<file path="src/sv/ordered_score_table_defines.svh">
// ----------------------------------------------------------------------------
// Ordered score table assertion macros
// Shared wrappers for concurrent checks clocked on clock, disabled in reset.
// ----------------------------------------------------------------------------
`ifndef ORDERED_SCORE_TABLE_DEFINES_SVH
`define ORDERED_SCORE_TABLE_DEFINES_SVH

// same-cycle implication
`define OST_ASSERT_NOW(label, ante, cons) \
   label: assert property (@(posedge clock) disable iff (reset) (ante) |-> (cons)) \
      else $error("ordered_score_table check failed");

// next-cycle implication
`define OST_ASSERT_NEXT(label, ante, cons) \
   label: assert property (@(posedge clock) disable iff (reset) (ante) |=> (cons)) \
      else $error("ordered_score_table check failed");

`endif

</file>
<file path="src/sv/ost_pkg.sv">
// ----------------------------------------------------------------------------
// Ordered score table package
// Codes, cell control struct and the ordering compare shared by all cells.
// ----------------------------------------------------------------------------
package ost_pkg;

   // widest index and fill fields carried to the cells (capacity up to 64)
   localparam int MAX_IW = 6;
   localparam int MAX_FW = 7;

   typedef enum logic [3:0] {
      FN_ADD       = 4'd0,
      FN_INSERT    = 4'd1,
      FN_READ      = 4'd2,
      FN_FIND      = 4'd3,
      FN_EXT_POS   = 4'd4,
      FN_EXT_NAME  = 4'd5,
      FN_MOD_POS   = 4'd6,
      FN_MOD_NAME  = 4'd7,
      FN_COUNT     = 4'd8,
      FN_CLEAR     = 4'd9,
      FN_DUMP      = 4'd10
   } func_type;

   typedef enum logic [1:0] {
      ST_OK        = 2'd0,
      ST_NOT_FOUND = 2'd1,
      ST_FULL      = 2'd2
   } status_type;

   typedef enum logic [1:0] {
      ORD_ASC      = 2'd0,
      ORD_DESC     = 2'd1,
      ORD_NAME     = 2'd2,
      ORD_INSERT   = 2'd3
   } order_type;

   typedef enum logic [2:0] {
      CELL_HOLD,
      CELL_SORT,
      CELL_WRITE,
      CELL_INSERT,
      CELL_REMOVE,
      CELL_MODMATCH
   } cell_cmd_type;

   // broadcast to every cell each cycle
   typedef struct packed {
      cell_cmd_type       cmd;
      logic               phase;
      logic [1:0]         order;
      logic [MAX_IW-1:0]  pos;
      logic [MAX_FW-1:0]  fill;
      logic [63:0]        key;
      logic               wr_name_en;
      logic               wr_value_en;
      logic [63:0]        wr_name;
      logic signed [31:0] wr_value;
   } cell_ctl_type;

   // true when entry a must stand strictly before entry b
   function automatic logic goes_before(input logic [1:0] order,
                                        input logic [63:0] an,
                                        input logic signed [31:0] av,
                                        input logic [63:0] bn,
                                        input logic signed [31:0] bv);
      logic r;
      unique case (order)
         ORD_ASC:  r = av < bv;
         ORD_DESC: r = av > bv;
         ORD_NAME: r = an < bn;
         default:  r = 1'b0;
      endcase
      return r;
   endfunction

endpackage

</file>
<file path="src/sv/ost_cell.sv">
// ----------------------------------------------------------------------------
// Ordered score table cell
// Holds one entry; shifts, swaps or rewrites it under the broadcast command.
// ----------------------------------------------------------------------------
module ost_cell #(
   parameter int CAPACITY = 16,
   parameter int IDX      = 0
) (
   input  logic                  clock,
   input  ost_pkg::cell_ctl_type ctl,
   input  logic [63:0]           left_name,
   input  logic signed [31:0]    left_value,
   input  logic [63:0]           right_name,
   input  logic signed [31:0]    right_value,
   output logic [63:0]           entry_name,
   output logic signed [31:0]    entry_value,
   output logic                  match
);
   import ost_pkg::*;

   localparam logic [MAX_IW-1:0] MY_IX = MAX_IW'(IDX);
   localparam logic [MAX_FW-1:0] MY_FX = MAX_FW'(IDX);
   localparam logic [MAX_FW-1:0] NX_FX = MAX_FW'(IDX + 1);
   localparam logic              LOW_PHASE = 1'(IDX % 2);

   logic [63:0]        name_ff, name_in;
   logic signed [31:0] value_ff, value_in;
   logic               occupied;

   assign occupied    = MY_FX < ctl.fill;
   assign match       = occupied && (name_ff == ctl.key);
   assign entry_name  = name_ff;
   assign entry_value = value_ff;

   // next entry contents
   always_comb begin
      name_in  = name_ff;
      value_in = value_ff;
      unique case (ctl.cmd)
         CELL_SORT: begin
            if (ctl.phase == LOW_PHASE) begin
               // lower cell of the pair: take right neighbor if it goes first
               if (IDX + 1 < CAPACITY && NX_FX < ctl.fill &&
                   goes_before(ctl.order, right_name, right_value, name_ff, value_ff)) begin
                  name_in  = right_name;
                  value_in = right_value;
               end
            end else begin
               if (IDX > 0 && occupied &&
                   goes_before(ctl.order, name_ff, value_ff, left_name, left_value)) begin
                  name_in  = left_name;
                  value_in = left_value;
               end
            end
         end
         CELL_WRITE: begin
            if (MY_IX == ctl.pos) begin
               if (ctl.wr_name_en)  name_in  = ctl.wr_name;
               if (ctl.wr_value_en) value_in = ctl.wr_value;
            end
         end
         CELL_INSERT: begin
            if (MY_IX > ctl.pos) begin
               name_in  = left_name;
               value_in = left_value;
            end else if (MY_IX == ctl.pos) begin
               name_in  = ctl.wr_name;
               value_in = ctl.wr_value;
            end
         end
         CELL_REMOVE: begin
            if (MY_IX >= ctl.pos) begin
               name_in  = right_name;
               value_in = right_value;
            end
         end
         CELL_MODMATCH: begin
            if (match) begin
               if (ctl.wr_name_en)  name_in  = ctl.wr_name;
               if (ctl.wr_value_en) value_in = ctl.wr_value;
            end
         end
         default: begin
         end
      endcase
   end

   always_ff @(posedge clock) begin
      name_ff  <= name_in;
      value_ff <= value_in;
   end

endmodule

</file>
<file path="config.mk">
export PLATFORM = sky130hd
export DESIGN_NAME = ost_cell
export DESIGN_NICKNAME = d
export VERILOG_FILES = /design/src/sv/ordered_score_table_defines.svh /design/src/sv/ost_pkg.sv /design/src/sv/ost_cell.sv
export SDC_FILE = /design/constraint.sdc
export NUM_CORES = 1
export LEC_CHECK = 0
export BUFFER_PORTS_ARGS = -buffer_cell sky130_fd_sc_hd__buf_2
export CAP_MARGIN = 20
export CORE_ASPECT_RATIO = 0.75
export CORE_MARGIN = 2
export CORE_UTILIZATION = 25
export CTS_CLUSTER_DIAMETER = 150
export DETAILED_ROUTE_END_ITERATION = 12
export GPL_TIMING_DRIVEN = 0
export HOLD_SLACK_MARGIN = 0.02
export PLACE_DENSITY_LB_ADDON = 0.15
export SKIP_LAST_GASP = 1
export SLEW_MARGIN = 20
export SYNTH_ARGS = -nofsm -noshare
export SYNTH_HDL_FRONTEND = slang
export SYNTH_SLANG_ARGS = --single-unit
</file>
<file path="constraint.sdc">
create_clock -name clock -period 15.1 [get_ports clock]
set_input_delay 3.02 -clock clock [delete_from_list [all_inputs] [get_ports clock]]
set_output_delay 3.02 -clock clock [all_outputs]
set_load 0.1 [all_outputs]
</file>
==> results of run 1 <==
==> metrics by stage <==
step	power [uW]	setup slack (ns)	hold WS [ns]
6_report	787.1	6.889	1.342
5_1_grt	827.4	6.639	1.463
4_1_cts	801.6	6.713	1.368
3_5_place_dp	540.1	6.724	1.350
3_3_place_gp	538.4	1.626	2.004
2_1_floorplan	458.7	5.402	2.112
==> layout make-up <==
class | instances | area [sq um]
antenna | 3 | 7.507
buffer | 10 | 42.54
clock buffer | 10 | 229.0
clock inverter | 6 | 83.83
fill | 3060 | 18820
inverter | 95 | 356.6
multi-input combinational | 446 | 4028
sequential | 96 | 2883
tap | 392 | 490.5
timing repair buffer | 386 | 1977
==> registers in the layout (all words and copies together), names as in the netlist <==
register and cells:
entry_name 64, entry_value 32
==> kinds of logic (layout without fill, tap and decap cells) <==
group / after synthesis / in the layout / synth area share
other: 0 / 3 / 0
AOI/OAI and AO/OA: 79 / 79 / 0.07028
DFF: 96 / 96 / 0.3949
buffers and inverters: 105 / 507 / 0.05468
xor gates and xnor gates: 65 / 65 / 0.07799
muxes: 98 / 98 / 0.1508
adders and majority gates: 95 / 95 / 0.1628
and+or+nand+nor: 109 / 109 / 0.08845
==> layout by cell type, fill, tap and decap left out, drive strengths merged, types with 3 or more instances in the layout <==
cell type	instances
buf	390
mux2	96
edfxtp	96
inv	95
ha	95
xor2	48
a21oi	38
nand4	24
xnor2	17
a21o	16
nor4	16
clkbuf	16
nor2	14
nand2	14
nand3	11
nor2b	8
o21ai	8
nor3	7
and4	5
diode	3
==> worst max path at each step <==
stage	startpoint	endpoint	slack (ns)
after floorplan	ctl[109]	entry_name[0]	5.40
after global placement	right_name[33]	entry_name[3]	1.63
after detailed placement	ctl[132]	match	6.72
after CTS	ctl[132]	match	6.71
after global routing	ctl[132]	match	6.64
final	ctl[132]	match	6.89
==> critical path, delay by kind of cell <==
kind	cells	cell delay [ns]
buf+inv	2	0.56
xor+xnor	1	0.13
simple gates	4	1.47
==> routing by layer <==
metal | vias up | track usage | part of all wire | wire [um]
met5 | - | 0 | 0.00025 | 7
met4 | 2 | 0.04622 | 0.014 | 379
met3 | 22 | 0.03604 | 0.061 | 1692
met2 | 209 | 0.2668 | 0.43 | 11790
met1 | 2973 | 0.2635 | 0.50 | 13710
li1 | 3162 | - | - | -
==> power by group <==
group / internal [uW] / switching, uW / leakage (uW)
Combinational: 84.0 / 134 / 0.00383
Sequential: 307 / 7.70 / 0.000876
Clock: 145 / 110 / 0.000146
Total: 536 / 251 / 0.00485
==> metrics, run 1 <==
P per Cell Area 77.95 nW/um^2; Final Hold Fails 0; antenna violations before repair 4; # setup viols final 0; vias post-DR 6368; reg2reg end entry_value[8]; Cell Rows 54; Starting Density 0.2524; final max-slew violation count 0; synth top area cells edfxtp_1 39%, ha_1 16%, mux2_2 15%, xor2_1 5.8%, inv_1 4.9%; Leak 0.004851 uW; commonest cells in the synthesized netlist 96 x edfxtp_1, 96 x mux2_2, 95 x ha_1, 95 x inv_1, 48 x xor2_1; I/O Buffers 374; drt drc 0; Tmin final 8.211 ns; Worst path slowest cell nor4_1; number of max-cap violations 0; Setup CP Type in -> out; post-CTS setup buffers 0; clock latency on the worst-skew pair 0.36 ns; Required @ worst endpoint 12.08 ns; Overflow after GRT 0; cell area after placement 9777 sq um; CTS buffer count 9; # IOs 471; sequential area share after synthesis 0.3949; status completed; vias in the first global route 6468; share of the synthesized area in the top cell type 0.3949; most common flop cell mapped by yosys edfxtp_1; skew final 0.008846 ns; Post-synth EDFFs 96; hold path depth 5; Layout Nets 1513; FF-to-FF path depth 13; RSZ-0062 raised after global routing false; crit path cell chain buf_2, xor2_1, nor4_1, nand4_1, nor3_1, and3_1, buf_2; post-synthesis average cell area 11.28 sq um; Crit. End Element output pin; core box area 28920 sq um; Worst Hold End entry_name[60]; Cells after DPL 1425; Worst Tran Pin Value 1.195 ns; worst hold-check path type reg -> reg; Post-Route WL 27570 um; Worst-path clk slew 0.08 ns; clk buf depth 2; R2R setup slack 11.16 ns; CTS H-tree depth 3; hold wc startpoint entry_value[31]; r2r startpoint entry_value[14]; Max Fclk 121.8 MHz; first-pass GRT wire length 40740 um; cts hold-fix bufs 0; Antenna Nets Post-Route 0; dpl hpwl 23960 um; Sink Count 96; share of cells above drive strength 1 0.4871; Via-to-Cell Ratio 4.410; DR WL/cell 19.09 um; CTS resizes 0; largest area contributor in the netlist edfxtp_1; final non-filler cell area 10100 sq um; Final period util 0.5438; largest net degree at the start of global routing 16; first drt pass iteration count 4; Most common cell on crit path buf_2; synth warn 0; Max rail drop VDD 0.04819 mV; fraction of registers with async set/reset 0; Area Overhead vs Synth 38.33%; Total Routing Usage GR 0.1792; drt first-iter violations 279; CTS tree yes; post-synthesis cell count 647; Root Driver clkbuf_16; Setup TNS 0 ns; Non-Filler Instances 1444; Final GP Congestion 0.8394; CP peak stage delay 0.87 ns; crit-path max FO 2; Die X 201.3 um; fin util 0.3492; Worst Path Arrival 5.19 ns; Seq cells post-synth 96; Critical Path Start Type input pin; Synthesized Nets 1116; library cells used by synthesis 46; Slew Limit Headroom 0.2036; Die Footprint 30600 sq um; synthesized area 7300 sq um; Die H 152.0 um
Power figures use the tool's default switching activity.
==> run 2, diff against run 1 <==
--- a/config.mk
+++ b/config.mk
@@ -5,6 +5,7 @@
 export SDC_FILE = /design/constraint.sdc
 export NUM_CORES = 1
 export LEC_CHECK = 0
+export ABC_AREA = 1
 export BUFFER_PORTS_ARGS = -buffer_cell sky130_fd_sc_hd__buf_2
 export CAP_MARGIN = 20
 export CORE_ASPECT_RATIO = 0.75
==> constraint.sdc (replaced) <==
create_clock -name clock -period 8.2 [get_ports clock]
set_input_delay 1.64 -clock clock [delete_from_list [all_inputs] [get_ports clock]]
set_output_delay 1.64 -clock clock [all_outputs]
set_load 0.1 [all_outputs]
==> metrics, run 2 <==
final non-filler cell area 10750 sq um; CTS tree yes; Antenna Nets Post-Route 0; Cell Rows 56; clk buf depth 2; Crit. End Element output pin; Synth Area in Compound Gates 0.05091; most frequent cells in the layout 381 x buf_2, 141 x nand2_1, 137 x inv_1, 96 x edfxtp_1, 95 x ha_1; clock latency on the worst-skew pair 0.37 ns; CTS resizes 0; skew final 0.01109 ns; worst hold-check path type reg -> reg; FILL cells 3334; max reg flops 64; synth top area cells edfxtp_1 37%, ha_1 15%, mux2_2 11%, nand2_1 6.7%, inv_1 6.5%; Final Hold Fails 0; R2R setup slack 4.89 ns; register area 2883 sq um; P per Cell Area 169.2 nW/um^2; cts hold-fix bufs 0; area of the multi-input gates 4442 sq um; XOR/XNOR Fraction of Synth Area 0.05551; Max rail drop VDD 0.08340 mV; Post-synth EDFFs 96; Synth Area in Simple Gates 0.1613; Overflow after GRT 0; Die Footprint 33010 sq um; vias post-DR 7178; hold path depth 7; # setup viols final 0; sequential area share after synthesis 0.3654; largest net degree at the start of global routing 21; antenna violations before repair 6; Critical path origin ctl[133]; synthesized area 7889 sq um; most common cell in the netlist nand2_1; Sink Count 96; post-CTS setup buffers 0; synth warn 0; vias in the first global route 7025; share of the synthesized area in the top cell type 0.3654; Tmin final 5.028 ns; Total Routing Usage GR 0.1816; final max-slew violation count 0; reg2reg end entry_name[62]; status completed; Die X 209.1 um; most common cell after layout, fill and taps aside buf_2; drt drc 0; Worst Hold End entry_name[19]; Post-Route WL 30350 um; Required @ worst endpoint 6.56 ns; Synthesized Nets 1320; Layout Nets 1709; first-pass GRT wire length 43300 um; Via-to-Cell Ratio 4.335; Max Fclk 198.9 MHz; Root Driver clkbuf_16; crit-path max FO 2; Final period util 0.6132; Leak 0.005348 uW; hold wc startpoint entry_value[31]; Seq cells post-synth 96; Worst Path Arrival 3.39 ns; I/O Buffers 374; DR WL/cell 18.33 um; FF-to-FF path depth 14; mux cell area share after synthesis 0.1418; Starting Density 0.2530; core box area 31180 sq um; hold_ws 1.446 ns; Worst-path clk slew 0.07 ns; dpl hpwl 26330 um; post-synthesis average cell area 9.270 sq um; # IOs 471; cell area after placement 10400 sq um; Final GP Congestion 0.8457; first drt pass iteration count 4; Worst Tran Pin Value 0.7122 ns; most common flop cell mapped by yosys edfxtp_1; RSZ-0062 raised after global routing false; drt first-iter violations 290; synthesized-area fraction occupied by adder cells 0.1507; Setup CP Type in -> out; post-synthesis cell count 851; CTS H-tree depth 3; r2r startpoint entry_value[31]; Slew Limit Headroom 0.5241; Die H 157.8 um; commonest cells in the synthesized netlist 141 x nand2_1, 137 x inv_1, 96 x edfxtp_1; library cells used by synthesis 30; Critical Path Start Type input pin; number of max-cap violations 0; CTS buffer count 9; fraction of registers with async set/reset 0; share of cells above drive strength 1 0.4137; largest family of logic cells by synthesized area simple AND/OR/NAND/NOR gates; Area Overhead vs Synth 36.26%; largest area contributor in the netlist edfxtp_1
run 2: changes by cell type after synthesis, moves of 8 or more:
cell | before | now
nand4_1 | 23 | 15
inv_1 | 95 | 137
nor2b_1 | 8 | 0
xor2_1 | 48 | 29
nand2_1 | 14 | 141
or2_2 | 1 | 13
o21ai_0 | 6 | 20
nand3_1 | 11 | 28
a21oi_1 | 38 | 50
mux2_4 | 0 | 16
a21o_1 | 16 | 1
nor2_1 | 14 | 66
mux2_2 | 96 | 78
run 2: cells by family (layout without fill, tap and decap cells):
kind of cell / Yosys count / count (layout)
xor gates and xnor gates: 50 / 50
and+or+nand+nor: 291 / 291
adders and majority gates: 95 / 95
muxes: 94 / 94
DFF: 96 / 96
AOI/OAI and AO/OA: 77 / 77
other: 0 / 5
buffers and inverters: 148 / 542
run 2: per-layer routing:
metal	vias up	track usage	part of all wire
met4	2	0.03469	0.0076
met5	-	0	0.00043
li1	3678	-	-
met3	14	0.04543	0.064
met1	3286	0.2615	0.50
met2	198	0.2748	0.43
run 2: worst max-delay path by stage:
stage | end | slack (ns) | depth (start not counted)
after detailed placement | match | 3.12 | 9
after CTS | match | 3.12 | 9
after global placement | entry_name[61] | -1.16 | 12
after floorplan | entry_name[0] | 1.81 | 11
after global routing | match | 2.96 | 9
final | match | 3.17 | 9
run 2: report_power, final:
| part | switching, uW | internal, uW | leakage (uW) |
|---|---|---|---|
| Sequential | 25.4 | 591 | 0.000899 |
| Clock | 207 | 296 | 0.000161 |
| Combinational | 484 | 215 | 0.00429 |
run 2: critical path: stages:
cell     delay [ns]
buf_2          0.10
xnor2_1        0.42
inv_1          0.12
nor4_1         0.26
nand4_1        0.12
nor2_1         0.13
nand3_1        0.08
nor2_1         0.08
buf_2          0.44
run 2: cell type report:
class                           count  share of cell area
Multi-Input combinational cell    607              0.4132
Sequential cell                    96              0.2682
Timing Repair Buffer              378              0.1844
Inverter                          138             0.04819
Tap cell                          406             0.04726
Clock buffer                        9             0.02095
Clock inverter                      7             0.01024
Buffer                             10            0.006402
Antenna cell                        5            0.001164
run 2: metrics by stage:
stage | setup TNS, ns | total power (uW) | setup WS (ns) | cells | util
after CTS | 0 | 1851 | 3.120 | 1651 | 0.3443
final | 0 | 1818 | 3.172 | 1656 | 0.3447
after detailed placement | 0 | 1333 | 3.121 | 1635 | 0.3336
after global placement | -74.12 | 1323 | -1.162 | 1631 | 0.3293
after floorplan | 0 | 1109 | 1.809 | 851 | -
after global routing | 0 | 1922 | 2.959 | 1652 | 0.3444
==> run 3, diff against run 2 <==
==> constraint.sdc (replaced) <==
create_clock -name clock -period 4.1 [get_ports clock]
set_input_delay 0.82 -clock clock [delete_from_list [all_inputs] [get_ports clock]]
set_output_delay 0.82 -clock clock [all_outputs]
set_load 0.1 [all_outputs]
==> metrics, run 3 (synthesized netlist as in run 2, its figures left out) <==
status completed; drt drc 0; DR WL/cell 18.31 um; CTS buffer count 9; Die Footprint 33010 sq um; first-pass GRT wire length 43530 um; Slew Limit Headroom 0.5355; antenna violations before repair 9; post-CTS setup buffers 0; Required @ worst endpoint 3.28 ns; first drt pass iteration count 7; vias in the first global route 7116; Final period util 0.8667; Worst Tran Pin Value 0.6953 ns; CTS resizes 0; Non-Filler Instances 1658; CTS H-tree depth 3; number of max-cap violations 0; Cell Rows 56; Worst-path clk slew 0.07 ns; Worst Path Arrival 2.73 ns; Setup TNS 0 ns; RSZ-0062 raised after global routing false; largest net degree at the start of global routing 21; dpl hpwl 26490 um; I/O Buffers 374; Antenna Nets Post-Route 0; Cells after DPL 1636; Critical Path Start Type input pin; Die X 209.1 um; GR peak layer met2; Overflow after GRT 0; max reg flops 64; crit-path max FO 2; clock latency on the worst-skew pair 0.37 ns; drt first-iter violations 258; Setup CP Type in -> out; most common cell after layout, fill and taps aside buf_2; Crit. End Element output pin; most frequent cells in the layout 381 x buf_2, 141 x nand2_1, 137 x inv_1, 96 x edfxtp_1, 95 x ha_1; share of cells above drive strength 1 0.4149; Tmin final 3.553 ns; hold path depth 3; skew final 0.009823 ns; vias post-DR 7190; M1 GR Usage 0.2568; Die H 157.8 um; Root Driver clkbuf_16; Layout Nets 1710; worst hold-check path type in -> reg; Sink Count 96; Total Routing Usage GR 0.1823; Post-Route WL 30370 um; Via-to-Cell Ratio 4.337; Final GP Congestion 0.8410; final max-slew violation count 0; # setup viols final 0; FF-to-FF path depth 12; CTS tree yes; Leak 0.005347 uW; grt met3 use 0.04582; cts hold-fix bufs 0; core box area 31180 sq um; P per Cell Area 333.7 nW/um^2; # IOs 471; M2 GR Usage 0.2810; Max Fclk 281.4 MHz; Max rail drop VDD 0.1777 mV; Starting Density 0.2530; Area Overhead vs Synth 36.18%; Final Hold Fails 0; clk buf depth 2; FILL cells 3342
-- run 3: cell type report --
type	count	area (sq um)	area share
multi-input cells	607	4442	0.4135
flip-flops and latches	96	2883	0.2683
repair buffers	379	1997	0.1859
inverters	138	518.0	0.04822
well taps	406	508.0	0.04729
clock buffers	9	225.2	0.02096
clock inverters	7	86.33	0.008036
plain buffers	10	68.82	0.006406
diodes	6	15.01	0.001398
-- run 3: path summary, 6_finish.rpt --
check | start | endpoint | slack, ns
hold / removal | ctl[32] | entry_name[0] | 0.73
setup / recovery | ctl[133] | match | 0.55
setup reg to reg | entry_name[63] | entry_value[1] | 0.87
hold reg to reg | entry_value[31] | entry_name[3] | 1.42
-- run 3: per-layer routing --
layer	share of wire	vias up
met5	0.00036	-
met1	0.50	3277
met4	0.012	2
li1	-	3675
met2	0.43	214
met3	0.056	22
-- run 3: per-stage QoR --
stage	area (sq um)	power, uW	util	setup slack (ns)	hold slack, ns
finish	10740	3585	0.3445	0.5467	0.7344
global route	10730	3782	0.3442	0.4656	0.7301
CTS	10730	3644	0.3441	0.6401	0.7127
detailed placement	10420	2667	0.3341	0.3808	1.113
global placement	10280	2640	0.3298	-0.7769	1.103
floorplan	7904	2215	-	0.3175	1.011
-- run 3: critical path, stage by stage --
cell and delay (ns):
buf_2 0.10, xnor2_1 0.49, inv_1 0.14, nor4_1 0.30, nand4_1 0.12, nor2_1 0.13
nand3_1 0.08, nor2_1 0.08, buf_2 0.44
-- run 3: report_power, final --
part,internal [uW],switching [uW]
registers,1180,50.8
clock network,531,420
logic,431,970
total,2140,1440
